==> src/rdf_pkg.sv <==
`default_nettype none
// ----------------------------------------------------------------------------
// rdf_pkg - shared types, constants and helpers for the radix digit formatter
// ----------------------------------------------------------------------------
// Field widths, register map, controller states, command and status
// structures, and the alphabet lookup and validity functions.
// ----------------------------------------------------------------------------
package rdf_pkg;

  localparam int unsigned VALUE_W        = 32;
  localparam int unsigned SYM_W          = 8;
  localparam int unsigned COUNT_W        = 6;
  localparam int unsigned RADIX_W        = 5;
  localparam int unsigned DIGIT_W        = 4;
  localparam int unsigned NUM_SYMS       = 16;
  localparam int unsigned ALPHA_W        = NUM_SYMS * SYM_W;
  localparam int unsigned HALF_ALPHA_W   = ALPHA_W / 2;
  localparam int unsigned MAX_RADIX_DEF  = 16;
  localparam int unsigned MAX_DIGITS_DEF = 32;

  // Divider: quotient bits resolved per cycle and resulting iteration count.
  localparam int unsigned DIV_BITS  = 8;
  localparam int unsigned DIV_ITERS = VALUE_W / DIV_BITS;
  localparam int unsigned DIV_CNT_W = (DIV_ITERS > 1) ? $clog2(DIV_ITERS) : 1;

  // Printable range and forbidden sign characters.
  localparam logic [SYM_W-1:0] SYM_MIN   = 8'd32;
  localparam logic [SYM_W-1:0] SYM_MAX   = 8'd126;
  localparam logic [SYM_W-1:0] SYM_PLUS  = 8'h2B;
  localparam logic [SYM_W-1:0] SYM_MINUS = 8'h2D;

  // Register map: 64-bit registers at byte address 8 * index.
  localparam int unsigned CFG_DATA_W = 64;
  localparam int unsigned CFG_ADDR_W = 5;
  localparam int unsigned REG_IDX_W  = 2;
  localparam logic [REG_IDX_W-1:0] REG_RADIX    = 2'd0;
  localparam logic [REG_IDX_W-1:0] REG_ALPHA_LO = 2'd1;
  localparam logic [REG_IDX_W-1:0] REG_ALPHA_HI = 2'd2;

  typedef enum logic [2:0] {
    ST_IDLE,
    ST_CHECK,
    ST_DIV,
    ST_NEXT,
    ST_PREP,
    ST_EMIT
  } state_t;

  typedef struct packed {
    logic load;         // capture the input value, clear count and flags
    logic set_invalid;  // mark the item as having an invalid alphabet
    logic push_zero;    // store a single zero digit
    logic div_start;    // start one division of the working value
    logic div_take;     // store the remainder digit, keep the quotient
    logic set_rd;       // point the read index at the most significant digit
    logic pop;          // step the read index to the next digit
  } dp_cmd_t;

  typedef struct packed {
    logic alpha_ok;
    logic val_zero;
    logic div_done;
    logic cnt_full;
    logic rd_last;
  } dp_sts_t;

  function automatic logic [SYM_W-1:0] sym_at(input logic [ALPHA_W-1:0] alpha,
                                             input logic [DIGIT_W-1:0] idx);
    sym_at = alpha[{idx, 3'b000} +: SYM_W];
  endfunction

  // Alphabet check over the first radix symbols, with the radix itself held
  // to 2..max_radix; symbols beyond the radix are ignored.
  function automatic logic alpha_ok(input logic [RADIX_W-1:0] radix,
                                    input logic [ALPHA_W-1:0] alpha,
                                    input int unsigned max_radix);
    logic             ok;
    logic [SYM_W-1:0] c;
    ok = (radix >= RADIX_W'(2)) && (32'(radix) <= max_radix);
    for (int i = 0; i < NUM_SYMS; i++) begin
      c = alpha[i*SYM_W +: SYM_W];
      if ((i < max_radix) && (i < radix)) begin
        if ((c < SYM_MIN) || (c > SYM_MAX) || (c == SYM_PLUS) || (c == SYM_MINUS)) begin
          ok = 1'b0;
        end
        for (int j = i + 1; j < NUM_SYMS; j++) begin
          if ((j < max_radix) && (j < radix) && (alpha[j*SYM_W +: SYM_W] == c)) begin
            ok = 1'b0;
          end
        end
      end
    end
    alpha_ok = ok;
  endfunction

endpackage
`default_nettype wire

==> src/rdf_div.sv <==
`default_nettype none
// ----------------------------------------------------------------------------
// rdf_div - iterative divider of the working value by the radix
// ----------------------------------------------------------------------------
// Restoring division, DIV_BITS quotient bits per cycle. Done pulses for one
// cycle when quotient and remainder are ready.
// ----------------------------------------------------------------------------
module rdf_div (
  input  wire logic                         clk,
  input  wire logic                         rst_n,
  input  wire logic                         start,
  input  wire logic [rdf_pkg::VALUE_W-1:0]  dividend,
  input  wire logic [rdf_pkg::RADIX_W-1:0]  divisor,
  output logic                              done,
  output logic [rdf_pkg::VALUE_W-1:0]       quotient,
  output logic [rdf_pkg::DIGIT_W-1:0]       remainder
);
  import rdf_pkg::*;

  logic [VALUE_W-1:0]   q_r;
  logic [RADIX_W-1:0]   rem_r;
  logic [RADIX_W-1:0]   dvs_r;
  logic [DIV_CNT_W-1:0] iter_r;
  logic                 busy_r;
  logic                 done_r;

  logic [RADIX_W-1:0]   rem_nxt;
  logic [DIV_BITS-1:0]  qbits;
  logic [RADIX_W-1:0]   shifted;

  // The partial remainder stays below the divisor, so it fits in four bits
  // before each shift.
  always_comb begin
    rem_nxt = rem_r;
    qbits   = '0;
    shifted = '0;
    for (int i = 0; i < DIV_BITS; i++) begin
      shifted = {rem_nxt[RADIX_W-2:0], q_r[VALUE_W-1-i]};
      if (shifted >= dvs_r) begin
        qbits[DIV_BITS-1-i] = 1'b1;
        rem_nxt             = shifted - dvs_r;
      end else begin
        rem_nxt = shifted;
      end
    end
  end

  always_ff @(posedge clk) begin
    if (!rst_n) begin
      busy_r <= 1'b0;
      done_r <= 1'b0;
      iter_r <= '0;
    end else begin
      done_r <= 1'b0;
      if (start) begin
        busy_r <= 1'b1;
        iter_r <= '0;
      end else if (busy_r) begin
        iter_r <= iter_r + DIV_CNT_W'(1);
        if (iter_r == DIV_CNT_W'(DIV_ITERS - 1)) begin
          busy_r <= 1'b0;
          done_r <= 1'b1;
        end
      end
    end
  end

  always_ff @(posedge clk) begin
    if (start) begin
      q_r   <= dividend;
      rem_r <= '0;
      dvs_r <= divisor;
    end else if (busy_r) begin
      q_r   <= {q_r[VALUE_W-DIV_BITS-1:0], qbits};
      rem_r <= rem_nxt;
    end
  end

  assign done      = done_r;
  assign quotient  = q_r;
  assign remainder = rem_r[DIGIT_W-1:0];

endmodule
`default_nettype wire

==> src/rdf_dpath.sv <==
`default_nettype none
// ----------------------------------------------------------------------------
// rdf_dpath - datapath of the radix digit formatter
// ----------------------------------------------------------------------------
// Working value, divider, digit stack and result payload, all driven by
// commands from the controller.
// ----------------------------------------------------------------------------
module rdf_dpath #(
  parameter int unsigned MAX_RADIX  = rdf_pkg::MAX_RADIX_DEF,
  parameter int unsigned MAX_DIGITS = rdf_pkg::MAX_DIGITS_DEF
) (
  input  wire logic                         clk,
  input  wire logic                         rst_n,
  input  wire rdf_pkg::dp_cmd_t             cmd,
  output rdf_pkg::dp_sts_t                  sts,
  input  wire logic [rdf_pkg::VALUE_W-1:0]  in_value,
  input  wire logic [rdf_pkg::RADIX_W-1:0]  radix,
  input  wire logic [rdf_pkg::ALPHA_W-1:0]  alphabet,
  output logic [rdf_pkg::SYM_W-1:0]         out_symbol,
  output logic                              out_emitted,
  output logic                              out_is_last,
  output logic [rdf_pkg::COUNT_W-1:0]       out_char_count
);
  import rdf_pkg::*;

  localparam int unsigned DIDX_W = (MAX_DIGITS > 1) ? $clog2(MAX_DIGITS) : 1;

  logic [VALUE_W-1:0] val_r;
  logic [COUNT_W-1:0] cnt_r;
  logic [DIDX_W-1:0]  rd_idx_r;
  logic               invalid_r;
  logic [DIGIT_W-1:0] digits_r [MAX_DIGITS];

  logic               div_done;
  logic [VALUE_W-1:0] quot;
  logic [DIGIT_W-1:0] rem;
  logic               rd_last;

  rdf_div u_div (
    .clk       (clk),
    .rst_n     (rst_n),
    .start     (cmd.div_start),
    .dividend  (val_r),
    .divisor   (radix),
    .done      (div_done),
    .quotient  (quot),
    .remainder (rem)
  );

  always_ff @(posedge clk) begin
    if (!rst_n) begin
      cnt_r     <= '0;
      rd_idx_r  <= '0;
      invalid_r <= 1'b0;
    end else begin
      if (cmd.load) begin
        cnt_r     <= '0;
        invalid_r <= 1'b0;
      end else if (cmd.push_zero || cmd.div_take) begin
        cnt_r <= cnt_r + COUNT_W'(1);
      end
      if (cmd.set_invalid) begin
        invalid_r <= 1'b1;
      end
      if (cmd.set_rd) begin
        rd_idx_r <= DIDX_W'(cnt_r - COUNT_W'(1));
      end else if (cmd.pop) begin
        rd_idx_r <= rd_idx_r - DIDX_W'(1);
      end
    end
  end

  always_ff @(posedge clk) begin
    if (cmd.load) begin
      val_r <= in_value;
    end else if (cmd.div_take) begin
      val_r <= quot;
    end
    if (cmd.push_zero) begin
      digits_r[cnt_r[DIDX_W-1:0]] <= '0;
    end else if (cmd.div_take) begin
      digits_r[cnt_r[DIDX_W-1:0]] <= rem;
    end
  end

  assign rd_last = invalid_r || (rd_idx_r == '0);

  always_comb begin
    sts          = '0;
    sts.alpha_ok = alpha_ok(radix, alphabet, MAX_RADIX);
    sts.val_zero = (val_r == '0);
    sts.div_done = div_done;
    sts.cnt_full = (cnt_r == COUNT_W'(MAX_DIGITS));
    sts.rd_last  = rd_last;
  end

  assign out_symbol     = invalid_r ? '0 : sym_at(alphabet, digits_r[rd_idx_r]);
  assign out_emitted    = !invalid_r;
  assign out_is_last    = rd_last;
  assign out_char_count = rd_last ? cnt_r : '0;

endmodule
`default_nettype wire

==> src/rdf_ctrl.sv <==
`default_nettype none
// ----------------------------------------------------------------------------
// rdf_ctrl - controller of the radix digit formatter
// ----------------------------------------------------------------------------
// Sequences the alphabet check, the digit divisions and the emission of
// the digits, most significant first.
// ----------------------------------------------------------------------------
module rdf_ctrl (
  input  wire logic              clk,
  input  wire logic              rst_n,
  input  wire logic              in_valid,
  output logic                   in_ready,
  output logic                   out_valid,
  input  wire logic              out_ready,
  output rdf_pkg::dp_cmd_t       cmd,
  input  wire rdf_pkg::dp_sts_t  sts
);
  import rdf_pkg::*;

  state_t state_r;
  state_t state_nxt;

  always_ff @(posedge clk) begin
    if (!rst_n) begin
      state_r <= ST_IDLE;
    end else begin
      state_r <= state_nxt;
    end
  end

  always_comb begin
    state_nxt = state_r;
    cmd       = '0;
    in_ready  = 1'b0;
    out_valid = 1'b0;
    case (state_r)
      ST_IDLE: begin
        in_ready = 1'b1;
        if (in_valid) begin
          cmd.load  = 1'b1;
          state_nxt = ST_CHECK;
        end
      end
      ST_CHECK: begin
        if (!sts.alpha_ok) begin
          cmd.set_invalid = 1'b1;
          state_nxt       = ST_EMIT;
        end else if (sts.val_zero) begin
          cmd.push_zero = 1'b1;
          state_nxt     = ST_PREP;
        end else begin
          cmd.div_start = 1'b1;
          state_nxt     = ST_DIV;
        end
      end
      ST_DIV: begin
        if (sts.div_done) begin
          cmd.div_take = 1'b1;
          state_nxt    = ST_NEXT;
        end
      end
      ST_NEXT: begin
        if (sts.val_zero || sts.cnt_full) begin
          state_nxt = ST_PREP;
        end else begin
          cmd.div_start = 1'b1;
          state_nxt     = ST_DIV;
        end
      end
      ST_PREP: begin
        cmd.set_rd = 1'b1;
        state_nxt  = ST_EMIT;
      end
      ST_EMIT: begin
        out_valid = 1'b1;
        if (out_ready) begin
          if (sts.rd_last) begin
            state_nxt = ST_IDLE;
          end else begin
            cmd.pop = 1'b1;
          end
        end
      end
      default: begin
        state_nxt = ST_IDLE;
      end
    endcase
  end

endmodule
`default_nettype wire

==> src/radix_digit_formatter.sv <==
`default_nettype none
// ----------------------------------------------------------------------------
// radix_digit_formatter - 32-bit unsigned value to digit characters
// ----------------------------------------------------------------------------
// Timing: each digit of a nonzero value costs one pass of the
//   8-bit-per-cycle divider plus a handoff; a zero value skips the
//   divider, and an invalid alphabet goes straight to the output.
// Throughput: one item at a time; a new value is taken only after the
//   final transfer of the previous item.
// Reset: synchronous, active low; returns to idle, configuration cleared.
// ----------------------------------------------------------------------------
// The value is divided repeatedly by the radix; each remainder is pushed on
// a small digit stack, and the stack is then read back from the top so the
// most significant digit goes out first. Each output transfer carries one
// character. The last transfer of an item carries the character count. If
// the alphabet fails its check, a single transfer with no character and a
// count of zero is sent instead.
// ----------------------------------------------------------------------------
module radix_digit_formatter #(
  parameter int unsigned MAX_RADIX  = rdf_pkg::MAX_RADIX_DEF,
  parameter int unsigned MAX_DIGITS = rdf_pkg::MAX_DIGITS_DEF
) (
  input  wire logic                            clk,
  input  wire logic                            rst_n,
  // Input channel.
  input  wire logic                            in_valid,
  output logic                                 in_ready,
  input  wire logic [rdf_pkg::VALUE_W-1:0]     in_value,
  // Result channel.
  output logic                                 out_valid,
  input  wire logic                            out_ready,
  output logic [rdf_pkg::SYM_W-1:0]            out_symbol,
  output logic                                 out_emitted,
  output logic                                 out_is_last,
  output logic [rdf_pkg::COUNT_W-1:0]          out_char_count,
  // Configuration port.
  input  wire logic                            psel,
  input  wire logic                            penable,
  input  wire logic                            pwrite,
  input  wire logic [rdf_pkg::CFG_ADDR_W-1:0]  paddr,
  input  wire logic [rdf_pkg::CFG_DATA_W-1:0]  pwdata,
  output logic [rdf_pkg::CFG_DATA_W-1:0]       prdata,
  output logic                                 pready
);
  import rdf_pkg::*;

  logic [RADIX_W-1:0]      radix_r;
  logic [HALF_ALPHA_W-1:0] alpha_lo_r;
  logic [HALF_ALPHA_W-1:0] alpha_hi_r;
  logic [REG_IDX_W-1:0]    reg_idx;
  logic                    cfg_wr;

  dp_cmd_t cmd;
  dp_sts_t sts;

  // Registers sit at 8-byte strides; the low address bits are not decoded.
  assign reg_idx = paddr[CFG_ADDR_W-1:3];
  assign cfg_wr  = psel && penable && pwrite;
  assign pready  = 1'b1;

  always_ff @(posedge clk) begin
    if (!rst_n) begin
      radix_r    <= '0;
      alpha_lo_r <= '0;
      alpha_hi_r <= '0;
    end else if (cfg_wr) begin
      case (reg_idx)
        REG_RADIX:    radix_r    <= pwdata[RADIX_W-1:0];
        REG_ALPHA_LO: alpha_lo_r <= pwdata;
        REG_ALPHA_HI: alpha_hi_r <= pwdata;
        default: begin
        end
      endcase
    end
  end

  always_comb begin
    case (reg_idx)
      REG_RADIX:    prdata = CFG_DATA_W'(radix_r);
      REG_ALPHA_LO: prdata = alpha_lo_r;
      REG_ALPHA_HI: prdata = alpha_hi_r;
      default:      prdata = '0;
    endcase
  end

  rdf_ctrl u_ctrl (
    .clk       (clk),
    .rst_n     (rst_n),
    .in_valid  (in_valid),
    .in_ready  (in_ready),
    .out_valid (out_valid),
    .out_ready (out_ready),
    .cmd       (cmd),
    .sts       (sts)
  );

  rdf_dpath #(
    .MAX_RADIX  (MAX_RADIX),
    .MAX_DIGITS (MAX_DIGITS)
  ) u_dpath (
    .clk            (clk),
    .rst_n          (rst_n),
    .cmd            (cmd),
    .sts            (sts),
    .in_value       (in_value),
    .radix          (radix_r),
    .alphabet       ({alpha_hi_r, alpha_lo_r}),
    .out_symbol     (out_symbol),
    .out_emitted    (out_emitted),
    .out_is_last    (out_is_last),
    .out_char_count (out_char_count)
  );

  // After the final transfer of an item the block is ready for the next one.
  a_ready_after_last: assert property (@(posedge clk) disable iff (!rst_n)
    (out_valid && out_ready && out_is_last) |=> in_ready)
    else $error("not ready after final transfer");

  // An accepted item never produces a result in the following cycle.
  a_no_result_after_accept: assert property (@(posedge clk) disable iff (!rst_n)
    (in_valid && in_ready) |=> !out_valid)
    else $error("result right after input transfer");

  // A result without a character is the single, final one with zero count.
  a_invalid_single: assert property (@(posedge clk) disable iff (!rst_n)
    (out_valid && !out_emitted) |-> (out_is_last && (out_char_count == '0)))
    else $error("invalid-alphabet result malformed");

  // Only the final result carries a character count.
  a_count_on_last: assert property (@(posedge clk) disable iff (!rst_n)
    (out_valid && !out_is_last) |-> (out_char_count == '0))
    else $error("count on non-final result");

  // The block never takes input while results are being offered.
  a_exclusive: assert property (@(posedge clk) disable iff (!rst_n)
    !(in_ready && out_valid))
    else $error("input and output active together");

endmodule
`default_nettype wire

==> config.mk <==
export PLATFORM = sky130hd
export DESIGN_NAME = radix_digit_formatter
export DESIGN_NICKNAME = d
export VERILOG_FILES = /design/src/rdf_pkg.sv /design/src/rdf_div.sv /design/src/rdf_dpath.sv /design/src/rdf_ctrl.sv /design/src/radix_digit_formatter.sv
export SDC_FILE = /design/constraint.sdc
export NUM_CORES = 2
export LEC_CHECK = 0
export BUFFER_PORTS_ARGS = -buffer_cell sky130_fd_sc_hd__buf_4
export CELL_PAD_IN_SITES_DETAIL_PLACEMENT = 0
export CELL_PAD_IN_SITES_GLOBAL_PLACEMENT = 1
export CORE_ASPECT_RATIO = 1.4
export CORE_MARGIN = 8
export CORE_UTILIZATION = 53
export DETAILED_ROUTE_END_ITERATION = 12
export PLACE_DENSITY_LB_ADDON = 0.1
export SKIP_LAST_GASP = 1
export SYNTH_ARGS = -nofsm -noshare
export SYNTH_HDL_FRONTEND = slang
export SYNTH_HIERARCHICAL = 1
export SYNTH_SLANG_ARGS = --single-unit
export TNS_END_PERCENT = 100
==> constraint.sdc <==
create_clock -name clk -period 17.4 [get_ports clk]
set_input_delay 3.48 -clock clk [delete_from_list [all_inputs] [get_ports clk]]
set_output_delay 3.48 -clock clk [all_outputs]
set_load 0.005 [all_outputs]
==> flow_summary.ini <==
[routing]
ant_nets = 0
vias = 26500
wl_per_cell_um = 30.2
viasPerCell = 6.60
detail_route.first_pass.iterations = 7
drc = 0
drt-total-wl_mm = 121
drtIter0Drc = 2646

[timing]
max_slew_margin_pct = 20.0
finalSetupViolCount = 0
finalCritPeriodShare_pct = 73.3
clock.fmax_mhz = 78.4
tightest_slew_ns = 1.20
rsz0062_at_grt = false
hold_violations = 0
worst_slack_ns = 4.64
finalMaxSlewViolations = 0
tns_ns = 0
finalCriticalPeriod_ns = 12.76
skew_ns = 0.0359

[worst_setup_path]
cp_slowest_stage_delay_ns = 0.66
crit_fanout = 10
start_kind = register
path_class = reg -> reg
end_kind = register
crit_arrival_ns = 13.18
cp.required_ns = 17.82
crit_slowest_cell = edfxtp_1
cpMostUsedCell = ha_1

[power]
powerDensity_mw_per_mm2 = 208
seqPwrFrac_pct = 14.5
p_clk_share_pct = 11.3
p_int_uw = 3790
pwr-share-comb_pct = 74.1
peakVddDrop_v = 0.000893
p_leak_uw = 0.0130
p_switching_uw = 3190
p_sw_share_pct = 45.6

[clock_network]
cts_buffers = 37
postCtsSetupRepairBufs = 0
clk_pin_slew_ns = 0.06
clockBufferDepth = 3
htreeDepth = 2
ctsRootBufferMaster = clkbuf_16
cts_hold_buf = 0
worstSkewPairLatency_ns = 0.58
cts_sinks = 358
cts_tree = built
cts_resized = 0

[die]
rows = 105
core_area_mm2 = 0.0582
die_area_mm2 = 0.0665
die_height_um = 302
die_w_um = 220
ios = 191
initial_core_util_pct = 53.2

[yosys]
yosysMostFrequentCell = xnor2_1
synth_top_cells_by_count = 660 x xnor2_1, 306 x xor2_1, 255 x nand2_1
synth_edf_count = 197
synth_top_area_cell = edfxtp_1
yosys_warnings = 6
synth-seq-cells = 358
synth_cell_types = 94
avgSynthCellArea_um2 = 9.60
synth_nets = 3387
synth_ff_type = edfxtp_1
synth-seq-area-share_pct = 29.5
synth_area_leaders = edfxtp_1 19%, xnor2_1 19%, dfxtp_1 10%
postSynth.asyncResetShare_pct = 0
synth_cells = 3225
synth_top_area_share_pct = 19.1
synth_area_mm2 = 0.0310

[global_route]
grt_pass1_wl_mm = 177
grt_use_total_pct = 35.6
overflow = 0
antenna_found_initial = 3
grt_pass1_vias = 26800
grt_max_degree = 116

[layout]
syn_to_final_growth_pct = 8.52
drive_gt1_share_pct = 16.8
layout.nets = 3404

[worst_hold_path]
hold_class = reg -> reg

[place]
place_ws_ns = 4.77
port-buffer-count = 186
hpwl_mm = 79.6
gp_congestion = 1.05

[outcome]
status = finished, final reports clean

[flow_run]
maxCapViolations = 0
[final cells by class]
cell class | count | area [µm²]
Fill cell | 5116 | 24600
Multi-Input combinational cell | 2472 | 19600
Sequential cell | 358 | 9140
Timing Repair Buffer | 336 | 2530
Clock buffer | 51 | 1030
Tap cell | 749 | 937
Clock inverter | 17 | 171
Inverter | 37 | 139
Antenna cell | 1 | 2.50
[per-stage QoR]
step,hold WS (ns),power (µW),util [%],area [µm²],std cells
3_3_place_gp,0.443,6020,55.7,32400,3952
4_1_cts,0.465,6950,57.7,33600,4020
3_5_place_dp,0.454,6140,55.7,32400,3952
6_report,0.462,6980,57.7,33600,4021
5_1_grt,0.479,7100,57.7,33600,4020
2_1_floorplan,0.444,5730,-,31000,3225
[worst max-delay path: cells and delay by family (launching register included)]
kind / cells / cell delay, ns
multiplexers: 3 / 1.20
AND/OR/NAND/NOR: 7 / 1.36
buffers and inverters: 1 / 0.42
flip-flops: 1 / 0.66
adder cells (fa/ha/maj): 8 / 2.60
AO/OA/AOI/OAI: 28 / 6.28
[path summary, 6_finish.rpt]
kind / startpoint / to / slack, ns / cells past startpoint
hold reg to reg: alpha_lo_r[25] / alpha_lo_r[25] / 0.46 / 2
hold / removal: alpha_lo_r[25] / alpha_lo_r[25] / 0.46 / 2
setup reg to reg: u_dpath/u_div/dvs_r[1] / u_dpath/u_div/rem_r[0] / 4.64 / 47
setup / recovery: u_dpath/u_div/dvs_r[1] / u_dpath/u_div/rem_r[0] / 4.64 / 47
[sequential cells by signal, indices dropped and copies added (netlist names), 6 cells and up, named ones only]
name                    count
u_dpath/u_div/quotient     32
u_dpath/cnt_r               6
u_dpath/val_r              32
alpha_hi_r                 64
u_dpath/digits_r          128
alpha_lo_r                 64
[power by group through the flow]
stage               Combinational [µW]  Sequential (µW)  Clock (µW)
floorplan                         4690             1030           0
global placement                  4990             1030           0
detailed placement                5110             1030           0
CTS                               5130             1020         805
global route                      5260             1010         837
finish                            5170             1020         790
[cell usage in the layout (no fill, tap or decap), types with 46 or more instances in the layout]
cell,count
a22o_1,59
buf_4,335
nand4_1,179
nand2_1,255
dfxtp_1,160
ha_1,46
nor3_1,67
nor2_1,94
edfxtp_1,197
xnor2_1,660
mux2_2,72
xor2_1,306
mux2i_1,180
nor4_1,98
[cells by family (layout without fill, tap and decap cells)]
family / after synthesis / count (layout) / synth area share (%)
xor gates and xnor gates: 966 / 966 / 27.3
and+or+nand+nor: 823 / 823 / 13.8
buffers and inverters: 395 / 441 / 7.07
DFF: 358 / 358 / 29.5
AOI/OAI and AO/OA: 327 / 327 / 7.85
muxes: 301 / 301 / 12.1
adders and majority gates: 54 / 54 / 2.38
other: 1 / 2 / 0.0121
[layer usage]
layer / part of all wire (%) / GRT usage, % / up-vias
met5: 0.022 / 0 / -
met4: 8.9 / 27.0 / 4
met3: 9.1 / 7.67 / 606
met2: 46 / 57.3 / 1608
met1: 36 / 41.1 / 13000
li1: - / - / 11400
Note: power is estimated with default switching activity, not from simulation.
